<file path="config.mk">
export PLATFORM = sky130hd
export DESIGN_NAME = integer_to_ascii_radix_flat
export DESIGN_NICKNAME = d
export VERILOG_FILES = /design/src/rtl/itoa_pkg.sv /design/src/rtl/itoa_if.sv /design/src/rtl/integer_to_ascii_radix.sv /design/src/flat_wrapper.sv
export SDC_FILE = /design/constraint.sdc
export NUM_CORES = 1
export LEC_CHECK = 0
export BUFFER_PORTS_ARGS = -buffer_cell sky130_fd_sc_hd__clkbuf_2
export CORE_MARGIN = 3
export CORE_UTILIZATION = 60
export CTS_BUF_LIST = sky130_fd_sc_hd__clkbuf_8
export DETAILED_ROUTE_END_ITERATION = 16
export MAX_ROUTING_LAYER = met4
export PLACE_DENSITY = 0.78
export SLEW_MARGIN = 20
export SYNTH_ARGS = -nofsm -noshare
export SYNTH_HDL_FRONTEND = slang
export SYNTH_SLANG_ARGS = --single-unit
</file>
<file path="constraint.sdc">
create_clock -name clock -period 15.8 [get_ports clock]
set_input_delay 3.16 -clock clock [delete_from_list [all_inputs] [get_ports clock]]
set_output_delay 3.16 -clock clock [all_outputs]
set_load 0.005 [all_outputs]
</file>
<file path="src/rtl/itoa_pkg.sv">
`default_nettype none

package itoa_pkg;

   localparam int VALUE_BITS_DEFAULT = 32;

   // fixed field widths
   localparam int VALUE_W = 32;
   localparam int RADIX_W = 6;
   localparam int DIGIT_W = 5;
   localparam int CHAR_W  = 8;

   localparam logic [RADIX_W-1:0] RADIX_MIN = 6'd2;
   localparam logic [RADIX_W-1:0] RADIX_MAX = 6'd32;
   localparam logic [DIGIT_W-1:0] DEC_DIGITS = 5'd10;

   localparam logic [CHAR_W-1:0] CHAR_ZERO  = 8'h30;
   localparam logic [CHAR_W-1:0] CHAR_A     = 8'h61;
   localparam logic [CHAR_W-1:0] CHAR_MINUS = 8'h2D;
   localparam logic [CHAR_W-1:0] CHAR_NONE  = 8'h00;

   function automatic logic [CHAR_W-1:0] digit_char(input logic [DIGIT_W-1:0] d);
      logic [CHAR_W-1:0] c;
      if (d < DEC_DIGITS) begin
         c = CHAR_ZERO + CHAR_W'(d);
      end else begin
         c = CHAR_A + CHAR_W'(d - DEC_DIGITS);
      end
      return c;
   endfunction

endpackage

`default_nettype wire

</file>
<file path="src/rtl/itoa_if.sv">
`default_nettype none

interface itoa_req_if;
   logic                          valid;
   logic                          ready;
   logic [itoa_pkg::VALUE_W-1:0]  value;
   logic                          is_signed;
   logic [itoa_pkg::RADIX_W-1:0]  radix;

   modport source (output valid, value, is_signed, radix, input ready);
   modport sink   (input valid, value, is_signed, radix, output ready);
endinterface

interface itoa_rsp_if;
   logic                          valid;
   logic                          ready;
   logic [itoa_pkg::CHAR_W-1:0]   text_char;
   logic                          last_char;
   logic                          bad_radix;

   modport source (output valid, text_char, last_char, bad_radix, input ready);
   modport sink   (input valid, text_char, last_char, bad_radix, output ready);
endinterface

`default_nettype wire

</file>
<file path="src/rtl/integer_to_ascii_radix.sv">
// Long division by the radix, 8 quotient bits per cycle, yields one digit per pass
// over the value; then the sign character is loaded if the value is negative,
// then each character takes a digit memory read, then an output load.
// One word at a time: a new value is accepted only when idle.
// A bad radix gives its single error word from the error state once the output is free.
// Reset: synchronous; clears control and output valid. The digit memory is not cleared.
`default_nettype none

module integer_to_ascii_radix
#(
   parameter int VALUE_BITS = itoa_pkg::VALUE_BITS_DEFAULT
)
(
   input  wire        clock,
   input  wire        reset,
   itoa_req_if.sink   req_if,
   itoa_rsp_if.source rsp_if
);
   import itoa_pkg::*;

   localparam int DIV_BITS = 8;
   localparam int WORK_W   = ((VALUE_BITS + DIV_BITS - 1) / DIV_BITS) * DIV_BITS;
   localparam int NSTEP    = WORK_W / DIV_BITS;
   localparam int STEP_W   = (NSTEP > 1) ? $clog2(NSTEP) : 1;
   localparam int DEPTH    = VALUE_BITS + 1;
   localparam int ADDR_W   = $clog2(DEPTH);
   localparam int CNT_W    = $clog2(DEPTH + 1);

   typedef enum logic [5:0] {
      S_IDLE = 6'b000001,
      S_DIV  = 6'b000010,
      S_SIGN = 6'b000100,
      S_RD   = 6'b001000,
      S_EMIT = 6'b010000,
      S_ERR  = 6'b100000
   } state_type;

   state_type           state_ff, state_in;
   logic [WORK_W-1:0]   work_ff, work_in;
   logic [RADIX_W-1:0]  rem_ff, rem_in;
   logic [RADIX_W-1:0]  radix_ff, radix_in;
   logic                neg_ff, neg_in;
   logic [CNT_W-1:0]    cnt_ff, cnt_in;
   logic [STEP_W-1:0]   step_ff, step_in;
   logic                rsp_valid_ff, rsp_valid_in;
   logic [CHAR_W-1:0]   text_ff, text_in;
   logic                last_ff, last_in;
   logic                bad_ff, bad_in;

   logic [DIGIT_W-1:0]  digit_mem [DEPTH];
   logic [DIGIT_W-1:0]  mem_rd_ff;
   logic                mem_we;
   logic [CNT_W-1:0]    cnt_m1;

   logic [VALUE_BITS-1:0] v_in;
   logic                  v_neg;
   logic [VALUE_BITS-1:0] v_mag;
   logic                  radix_bad;
   logic                  req_fire;
   logic                  out_free;
   logic                  last_step;

   logic [RADIX_W-1:0]  rem_div;
   logic [WORK_W-1:0]   work_div;

   assign req_fire  = req_if.valid && req_if.ready;
   assign out_free  = !rsp_valid_ff || rsp_if.ready;
   assign last_step = (step_ff == STEP_W'(NSTEP - 1));
   assign cnt_m1    = cnt_ff - CNT_W'(1);

   assign v_in      = VALUE_BITS'(req_if.value);
   assign v_neg     = req_if.is_signed && v_in[VALUE_BITS-1];
   assign v_mag     = v_neg ? VALUE_BITS'(~v_in + VALUE_BITS'(1)) : v_in;
   assign radix_bad = (req_if.radix < RADIX_MIN) || (req_if.radix > RADIX_MAX);

   // 8 restoring division steps; remainder stays below radix so 6 bits suffice
   always_comb begin
      rem_div  = rem_ff;
      work_div = work_ff;
      for (int i = 0; i < DIV_BITS; i++) begin
         rem_div  = {rem_div[RADIX_W-2:0], work_div[WORK_W-1]};
         work_div = {work_div[WORK_W-2:0], 1'b0};
         if (rem_div >= radix_ff) begin
            rem_div     = rem_div - radix_ff;
            work_div[0] = 1'b1;
         end
      end
   end

   always_comb begin
      state_in     = state_ff;
      work_in      = work_ff;
      rem_in       = rem_ff;
      radix_in     = radix_ff;
      neg_in       = neg_ff;
      cnt_in       = cnt_ff;
      step_in      = step_ff;
      rsp_valid_in = rsp_valid_ff && !rsp_if.ready;
      text_in      = text_ff;
      last_in      = last_ff;
      bad_in       = bad_ff;
      mem_we       = 1'b0;

      case (state_ff)
         S_IDLE: begin
            if (req_fire) begin
               work_in  = WORK_W'(v_mag);
               rem_in   = '0;
               radix_in = req_if.radix;
               neg_in   = v_neg;
               cnt_in   = '0;
               step_in  = '0;
               state_in = radix_bad ? S_ERR : S_DIV;
            end
         end
         S_DIV: begin
            work_in = work_div;
            rem_in  = rem_div;
            step_in = step_ff + STEP_W'(1);
            if (last_step) begin
               // quotient done: store remainder digit, go again on a nonzero quotient
               mem_we  = 1'b1;
               cnt_in  = cnt_ff + CNT_W'(1);
               rem_in  = '0;
               step_in = '0;
               if (work_div == '0) begin
                  state_in = S_SIGN;
               end
            end
         end
         S_SIGN: begin
            if (!neg_ff) begin
               state_in = S_RD;
            end else if (out_free) begin
               rsp_valid_in = 1'b1;
               text_in      = CHAR_MINUS;
               last_in      = 1'b0;
               bad_in       = 1'b0;
               state_in     = S_RD;
            end
         end
         S_RD: begin
            state_in = S_EMIT;
         end
         S_EMIT: begin
            if (out_free) begin
               rsp_valid_in = 1'b1;
               text_in      = digit_char(mem_rd_ff);
               last_in      = (cnt_ff == CNT_W'(1));
               bad_in       = 1'b0;
               cnt_in       = cnt_m1;
               state_in     = (cnt_ff == CNT_W'(1)) ? S_IDLE : S_RD;
            end
         end
         S_ERR: begin
            if (out_free) begin
               rsp_valid_in = 1'b1;
               text_in      = CHAR_NONE;
               last_in      = 1'b1;
               bad_in       = 1'b1;
               state_in     = S_IDLE;
            end
         end
         default: begin
            state_in = S_IDLE;
         end
      endcase
   end

   always_ff @(posedge clock) begin
      if (reset) begin
         state_ff     <= S_IDLE;
         cnt_ff       <= '0;
         step_ff      <= '0;
         rsp_valid_ff <= 1'b0;
      end else begin
         state_ff     <= state_in;
         cnt_ff       <= cnt_in;
         step_ff      <= step_in;
         rsp_valid_ff <= rsp_valid_in;
      end
      work_ff  <= work_in;
      rem_ff   <= rem_in;
      radix_ff <= radix_in;
      neg_ff   <= neg_in;
      text_ff  <= text_in;
      last_ff  <= last_in;
      bad_ff   <= bad_in;
   end

   // digit memory, least significant digit at address 0
   always_ff @(posedge clock) begin
      if (mem_we) begin
         digit_mem[cnt_ff[ADDR_W-1:0]] <= rem_div[DIGIT_W-1:0];
      end
      mem_rd_ff <= digit_mem[cnt_m1[ADDR_W-1:0]];
   end

   assign req_if.ready     = (state_ff == S_IDLE);
   assign rsp_if.valid     = rsp_valid_ff;
   assign rsp_if.text_char = text_ff;
   assign rsp_if.last_char = last_ff;
   assign rsp_if.bad_radix = bad_ff;

   a_bad_to_err: assert property (@(posedge clock) disable iff (reset)
      (req_fire && radix_bad) |=> (state_ff == S_ERR))
      else $error("bad radix did not go to error state");

   a_cnt_range: assert property (@(posedge clock) disable iff (reset)
      (cnt_ff <= CNT_W'(DEPTH)))
      else $error("digit count beyond memory depth");

   a_emit_has_digit: assert property (@(posedge clock) disable iff (reset)
      (state_ff == S_RD || state_ff == S_EMIT) |-> (cnt_ff != '0))
      else $error("emitting with no digits stored");

   a_err_word: assert property (@(posedge clock) disable iff (reset)
      (rsp_valid_ff && bad_ff) |-> (last_ff && text_ff == CHAR_NONE))
      else $error("error word malformed");

endmodule

`default_nettype wire

</file>
<file path="src/flat_wrapper.sv">
// flat-port wrapper written by rule: the top's interface ports become plain ports
module integer_to_ascii_radix_flat import itoa_pkg::*;
#(
   parameter int VALUE_BITS = itoa_pkg::VALUE_BITS_DEFAULT
)
  (clock, reset, req_if_valid, req_if_value, req_if_is_signed, req_if_radix, req_if_ready, rsp_if_valid, rsp_if_text_char, rsp_if_last_char, rsp_if_bad_radix, rsp_if_ready);
  itoa_req_if req_if_i ();
  itoa_rsp_if rsp_if_i ();
  input  wire clock;
  input  wire reset;
  input wire logic [$bits(req_if_i.valid)-1:0] req_if_valid;
  input wire logic [$bits(req_if_i.value)-1:0] req_if_value;
  input wire logic [$bits(req_if_i.is_signed)-1:0] req_if_is_signed;
  input wire logic [$bits(req_if_i.radix)-1:0] req_if_radix;
  output wire logic [$bits(req_if_i.ready)-1:0] req_if_ready;
  output wire logic [$bits(rsp_if_i.valid)-1:0] rsp_if_valid;
  output wire logic [$bits(rsp_if_i.text_char)-1:0] rsp_if_text_char;
  output wire logic [$bits(rsp_if_i.last_char)-1:0] rsp_if_last_char;
  output wire logic [$bits(rsp_if_i.bad_radix)-1:0] rsp_if_bad_radix;
  input wire logic [$bits(rsp_if_i.ready)-1:0] rsp_if_ready;
  assign req_if_i.valid = req_if_valid;
  assign req_if_i.value = req_if_value;
  assign req_if_i.is_signed = req_if_is_signed;
  assign req_if_i.radix = req_if_radix;
  assign req_if_ready = req_if_i.ready;
  assign rsp_if_valid = rsp_if_i.valid;
  assign rsp_if_text_char = rsp_if_i.text_char;
  assign rsp_if_last_char = rsp_if_i.last_char;
  assign rsp_if_bad_radix = rsp_if_i.bad_radix;
  assign rsp_if_i.ready = rsp_if_ready;
  integer_to_ascii_radix #(.VALUE_BITS(VALUE_BITS)) u_core (.clock(clock), .reset(reset), .req_if(req_if_i), .rsp_if(rsp_if_i));
endmodule
</file>
# After elaboration in Yosys (flattened, before gate mapping)
# Memory sizes are Yosys's and may differ from the RTL's. A register that Yosys moved wholly into a read port is not among the register bits.
# Index checks and enable logic that the tools add are counted.
[totals]
ff_bits = 69
in_bits = 43
memories = 1
ram_bits = 165
wordCells = 132
latch_bits = 0
output_inout_bits = 12
romBits = 0
[mem_list]
columns = ["name", "depth", "width", "rd", "rd_clocked_by_memory_dff", "wr", "line", "text"]
rows = [
  ["u_core.digit_mem", 33, 5, 1, 1, 1, "integer_to_ascii_radix.sv:50", "logic [DIGIT_W-1:0] digit_mem [DEPTH];"],
]
[classes]
n_addsub = 15
bitwise_logic = 1
n_eq_ne = 16
div_mod_pow = 0
n_reduce_logical = 18
shift = 0
magnitude_cmp = 11
n_mul = 0
n_mux = 59
[op_table]
columns = ["op", "count"]
rows = [
  ["6-bit two-way mux", 11],
  ["32-bit two-way mux", 2],
  ["32-bit one-hot mux with 2 select lines", 1],
  ["6-bit greater-or-equal comparator", 8],
  ["5-bit two-way mux", 9],
  ["8-bit two-way mux", 5],
  ["5-bit subtractor", 8],
  ["6-bit one-hot mux with 6 select lines", 1],
  ["32-bit by 1-bit adder with 32-bit output, second input constant", 1],
  ["32-bit zero test", 1],
  ["32-bit NOT", 1],
  ["8-bit one-hot mux with 3 select lines", 1],
  ["1-bit two-way mux", 20],
  ["6-bit one-hot mux with 3 select lines", 1],
  ["6-bit by 1-bit == test with 1-bit output, second input constant", 2],
  ["2-bit by 1-bit inequality test with 1-bit output, second input constant", 6],
  ["5-bit one-hot mux with 2 select lines", 1],
  ["7-bit by 8-bit adder with 8-bit output, first input constant", 1],
  ["6-bit by 5-bit adder with 7-bit output, first input constant", 1],
  ["6-bit by 1-bit adder with 6-bit output, second input constant", 1],
  ["6-bit by 2-bit == test with 1-bit output, second input constant", 1],
  ["6-bit by 3-bit == test with 1-bit output, second input constant", 1],
  ["6-bit by 4-bit == test with 1-bit output, second input constant", 1],
  ["6-bit by 5-bit == test with 1-bit output, second input constant", 1],
  ["26 further kinds", 34],
]

# Depth between registers and ports, before layout
[depth]
word_depth = 20
mapped_depth = 59
depth_no_buf = 54

# Worst setup path after synthesis
# Ideal clock, no wire load.
[synth_path]
kind = "reg2reg"
startpoint = "register u_core.radix_ff[1]"
endpoint = "memory u_core.digit_mem[0][0], data pin"
synth_period_minus_slack_ps = 13486
path_slack_ps = 2314
setup_ps = 468
required_time_ps = 15332
path_buffers = 6
arrival_time_ps = 13018
path_stages_with_launch = 50
cell_sequence = "edfxtp_1 > inv_1 > fa_1 > a211oi_1 > o21ai_0 > o21ai_1 > mux2_2 > ha_1 > o21ai_0 > a31oi_1 > o41ai_1 > clkbuf_1 > mux2i_1 > ha_1 > o21ai_0 > a31oi_1 > o41ai_1 > clkbuf_1 > [14 not listed] > o221ai_1 > ha_1 > and3_1 > a311o_1 > o22a_1 > mux2_2 > fa_1 > nand2b_1 > a21oi_1 > o21a_1 > buf_2 > mux2i_1 > fa_1 > a211oi_1 > o21ai_0 > o211ai_1 > clkbuf_1 > o21ai_0"
[synth_between]
elab_chain_len = 16
elab_cells_between_ends = 23
cone_classes = "add/sub: 7; order compare: 8; mux: 8"
[synth_rtl]
columns = ["element", "line", "text"]
rows = [
  ["start: declaration", "integer_to_ascii_radix.sv:41", "logic [RADIX_W-1:0] radix_ff, radix_in;"],
  ["start signal: assignment", "integer_to_ascii_radix.sv:184", "radix_ff <= radix_in;"],
  ["5-bit subtractor / 6-bit greater-or-equal comparator (equally long branches)", "integer_to_ascii_radix.sv:84, integer_to_ascii_radix.sv:83", ""],
  ["5-bit two-way mux", "integer_to_ascii_radix.sv:83", "if (rem_div >= radix_ff) begin"],
  ["5-bit subtractor / 6-bit greater-or-equal comparator (equally long branches)", "integer_to_ascii_radix.sv:84, integer_to_ascii_radix.sv:83", ""],
  ["5-bit two-way mux", "integer_to_ascii_radix.sv:83", ""],
  ["5-bit subtractor / 6-bit greater-or-equal comparator (equally long branches)", "integer_to_ascii_radix.sv:84, integer_to_ascii_radix.sv:83", ""],
  ["5-bit two-way mux", "integer_to_ascii_radix.sv:83", ""],
  ["5-bit subtractor / 6-bit greater-or-equal comparator (equally long branches)", "integer_to_ascii_radix.sv:84, integer_to_ascii_radix.sv:83", ""],
  ["5-bit two-way mux", "integer_to_ascii_radix.sv:83", ""],
  ["6-bit greater-or-equal comparator / 5-bit subtractor (equally long branches)", "integer_to_ascii_radix.sv:83, integer_to_ascii_radix.sv:84", ""],
  ["5-bit two-way mux", "integer_to_ascii_radix.sv:83", ""],
  ["5-bit subtractor / 6-bit greater-or-equal comparator (equally long branches)", "integer_to_ascii_radix.sv:84, integer_to_ascii_radix.sv:83", ""],
  ["5-bit two-way mux", "integer_to_ascii_radix.sv:83", ""],
  ["5-bit subtractor / 6-bit greater-or-equal comparator (equally long branches)", "integer_to_ascii_radix.sv:84, integer_to_ascii_radix.sv:83", ""],
  ["5-bit two-way mux", "integer_to_ascii_radix.sv:83", ""],
  ["6-bit greater-or-equal comparator (*)", "integer_to_ascii_radix.sv:83", ""],
  ["5-bit two-way mux (*)", "integer_to_ascii_radix.sv:83", ""],
  ["via u_core.rem_div[0]", "integer_to_ascii_radix.sv:63", "logic [RADIX_W-1:0] rem_div;"],
  ["end: declaration", "integer_to_ascii_radix.sv:50", ""],
]
# Mark *: on every way through the listed nets, which the timed path passes. The rest lies on a longest branch.

# Worst setup path after layout
[layout_path]
startpoint = "register u_core.radix_ff[1]"
endpoint = "memory u_core.digit_mem[25][4], data pin"
[layout_between]
elab_chain_len = 16
elab_cells_between_ends = 24
cone_classes = "add/sub: 8; order compare: 8; mux: 8"
[layout_rtl]
columns = ["element", "line"]
rows = [
  ["5-bit subtractor / 6-bit greater-or-equal comparator (equally long branches)", "integer_to_ascii_radix.sv:84, integer_to_ascii_radix.sv:83"],
  ["5-bit two-way mux", "integer_to_ascii_radix.sv:83"],
  ["5-bit subtractor / 6-bit greater-or-equal comparator (equally long branches)", "integer_to_ascii_radix.sv:84, integer_to_ascii_radix.sv:83"],
  ["5-bit two-way mux", "integer_to_ascii_radix.sv:83"],
  ["5-bit subtractor / 6-bit greater-or-equal comparator (equally long branches)", "integer_to_ascii_radix.sv:84, integer_to_ascii_radix.sv:83"],
  ["5-bit two-way mux", "integer_to_ascii_radix.sv:83"],
  ["5-bit subtractor / 6-bit greater-or-equal comparator (equally long branches)", "integer_to_ascii_radix.sv:84, integer_to_ascii_radix.sv:83"],
  ["5-bit two-way mux", "integer_to_ascii_radix.sv:83"],
  ["6-bit greater-or-equal comparator / 5-bit subtractor (equally long branches)", "integer_to_ascii_radix.sv:83, integer_to_ascii_radix.sv:84"],
  ["5-bit two-way mux", "integer_to_ascii_radix.sv:83"],
  ["5-bit subtractor / 6-bit greater-or-equal comparator (equally long branches)", "integer_to_ascii_radix.sv:84, integer_to_ascii_radix.sv:83"],
  ["5-bit two-way mux", "integer_to_ascii_radix.sv:83"],
  ["5-bit subtractor / 6-bit greater-or-equal comparator (equally long branches)", "integer_to_ascii_radix.sv:84, integer_to_ascii_radix.sv:83"],
  ["5-bit two-way mux", "integer_to_ascii_radix.sv:83"],
  ["5-bit subtractor / 6-bit greater-or-equal comparator (equally long branches)", "integer_to_ascii_radix.sv:84, integer_to_ascii_radix.sv:83"],
  ["5-bit two-way mux (*)", "integer_to_ascii_radix.sv:83"],
  ["via u_core.rem_div[4]", "integer_to_ascii_radix.sv:63"],
]
# Marked as above.

==> results.toml <==
[status]
status = "finished, final reports clean"

[sta]
finalHoldViolCount = 0
finalSetupViolCount = 0
slew_viol_final = 0
fin_crit_ns = 14.68
finalSetupTns_ns = 0
slew_headroom_pct = 27.5
finClkSkew_ns = 0.0343
post-route-period-util_pct = 92.9
rsz0062_at_grt = "false"
worst_pin_slew_ns = 1.08
max_freq_mhz = 68.1

[synth]
syn_avg_cell_area_um2 = 12.6
synth_seq_cells = 239
yosys_most_used_dff = "edfxtp_1"
yosysWarnings = 0
netlist_area_um2 = 12700
ys_async_sr_fraction_pct = 0
netlist-cell-type-count = 70
synth_edf_count = 219
synth_area_leaders = "edfxtp_1 (52%), mux4_2 (8.8%), ha_1 (5.5%)"
ys_seq_area_share_pct = 54.7
synth_largest_area_cell = "edfxtp_1"
synth_top_cell_area_share_pct = 51.6
synth_most_common_cell = "edfxtp_1"
synth_common_cells = "edfxtp_1 (219), nor2_1 (101), nand2_1 (67)"
synth_nets = 1119
syn_inst = 1012

[route]
wire_per_inst_um = 20.3
drt_wl_total_um = 27900
final_antenna_net_count = 0
first_pass_iters = 6
dr_total_vias = 8551
vias_per_cell = 6.23
drtIter0Drc = 914
drc = 0

[global_route]
grt_pass1_wl_um = 44000
antenna_found_initial = 0
use_met3_pct = 4.19
gr-total-overflow = 0
grt_pass1_vias = 8151
grt.busiest_layer = "met2"
use_met2_pct = 38.5
use_met1_pct = 37.1
grt_max_degree = 52
groute.usage.overall_pct = 25.5

[setup_path]
start_kind = "flip-flop"
r2r-start = "u_core.radix_ff[1]"
cp-startpoint = "u_core.radix_ff[1]"
critPathMaxFanout = 33
worst-path-buf-inv = 4
cp_top_family = "compound AO/OA/AOI/OAI gates"
r2r-end = "u_core.digit_mem[25][4]"
slowest_delay_ns = 0.82
criticalPathCategory = "flip-flop to flip-flop"
r2r_slack_ns = 1.12
critical_path_arrival_ns = 14.85
worstPathRequired_ns = 15.98
worst_r2r_path_depth = 47
cp-end-kind = "flip-flop"
cp_slowest_cell = "a211o_1"

[cts]
post_cts_buffers = 0
cts_made_buffers = 39
post_cts_resized = 0
cts_root_buf = "clkbuf_8"
htree_num_levels = 2
holdBufCountCts = 0
clk_pin_slew_ns = 0.06
cts_sinks = 239
clk_latency_ns = 0.56
clock_path_buffers = 3
cts_tree = "built"

[floorplan]
die_w_um = 152
chipHeight_um = 152
start_util_pct = 62.0
row_count = 52
pin_count = 55
dieArea_um2 = 23000
core_region_area_um2 = 20600

[placed_design]
dp_hpwl_um = 19500
place_congestion = 0.932
port_buffers = 54

[worst_hold_path]
whs_endpoint = "u_core.step_ff[1]"
hold_class = "flip-flop to flip-flop"
hold_depth = 2
min_from = "u_core.step_ff[1]"

[cells_and_area]
drive_above_1_share_pct = 18.5
n_antenna_cell = 0
area_delta_synth_final_pct = 10.3
fin_nets = 1179

[flow_run]
max-cap-violations = 0
cell families after synthesis:
family | count (synthesis) | synth area share (%)
flip-flops | 239 | 54.7
XOR/XNOR | 61 | 4.19
buffers and inverters | 94 | 2.92
AND/OR/NAND/NOR | 272 | 10.3
adder cells (fa/ha/maj) | 64 | 6.75
AO/OA/AOI/OAI | 205 | 9.97
multiplexers | 77 | 11.1
state kept, by name (all words and copies together), names as in the netlist:
signal                   count
u_core.rsp_if.valid          1
u_core.rem_ff                5
u_core.rsp_if.bad_radix      1
u_core.cnt_ff                6
u_core.state_ff              6
u_core.neg_ff                1
u_core.rsp_if.text_char      8
u_core.work_ff              32
u_core.step_ff               2
u_core.digit_mem           165
u_core.rsp_if.last_char      1
u_core.radix_ff              6
u_core.mem_rd_ff             5
layout by cell type (no fill, tap or decap), types with 6 or more instances in the layout:
cell      instances
a211oi_1          6
a21o_1           13
a21oi_1          56
a31oi_1          10
buf_4             9
clkbuf_2         54
clkbuf_8         43
clkinv_1          6
dfxtp_1          19
edfxtp_1        219
fa_1              8
ha_1             56
inv_1            65
mux2_2           16
mux2i_1          11
mux4_2           50
nand2_1          67
nand2b_1         12
nand3_1          10
nand4_1           8
nor2_1          101
nor3_1           16
nor4_1           10
o21a_1            6
o21ai_0          61
or3_1             8
xnor2_1          28
xor2_1           33
cell type report:
| type | instances | area (um2) |
|---|---|---|
| multi-input combinational | 679 | 5440 |
| timing repair buffer | 63 | 338 |
| clock buffer | 43 | 592 |
| tap | 270 | 338 |
| inverter | 50 | 188 |
| sequential | 239 | 6980 |
| clock inverter | 29 | 186 |
| fill | 1483 | 6500 |
routing by layer:
metal	up-vias	share of wire, %
met5	-	0
met4	0	1.7
met3	47	8.4
met2	364	46
met1	4159	44
li1	3981	-
worst min-delay path, delay by kind of cell (launching register included):
kind | cells | cell delay (ns)
compound gates | 1 | 0.06
flops | 1 | 0.31
simple gates | 1 | 0.06
stage by stage:
step | util [%] | instance area, um2 | worst slack [ns] | hold slack (ns) | instances
floorplan | - | 12700 | 2.31 | 0.452 | 1012
global placement | 64.5 | 13300 | 1.46 | 0.460 | 1301
detailed placement | 64.6 | 13300 | 1.03 | 0.472 | 1301
CTS | 68.3 | 14100 | 0.958 | 0.480 | 1373
global route | 68.4 | 14100 | 0.00996 | 0.521 | 1373
finish | 68.4 | 14100 | 1.12 | 0.477 | 1373
worst max-delay path by stage:
| stage | to | slack, ns | depth (start not counted) |
|---|---|---|---|
| after floorplan | u_core.digit_mem[0][0] | 2.31 | 49 |
| after global placement | u_core.digit_mem[23][2] | 1.46 | 46 |
| after detailed placement | u_core.digit_mem[4][4] | 1.03 | 47 |
| after CTS | u_core.digit_mem[23][4] | 0.96 | 47 |
| after global routing | u_core.digit_mem[27][4] | 0.01 | 47 |
| final | u_core.digit_mem[25][4] | 1.12 | 47 |
Power is not shown: default switching activity piles up to over one toggle a cycle in this logic, so the estimate is an artifact.
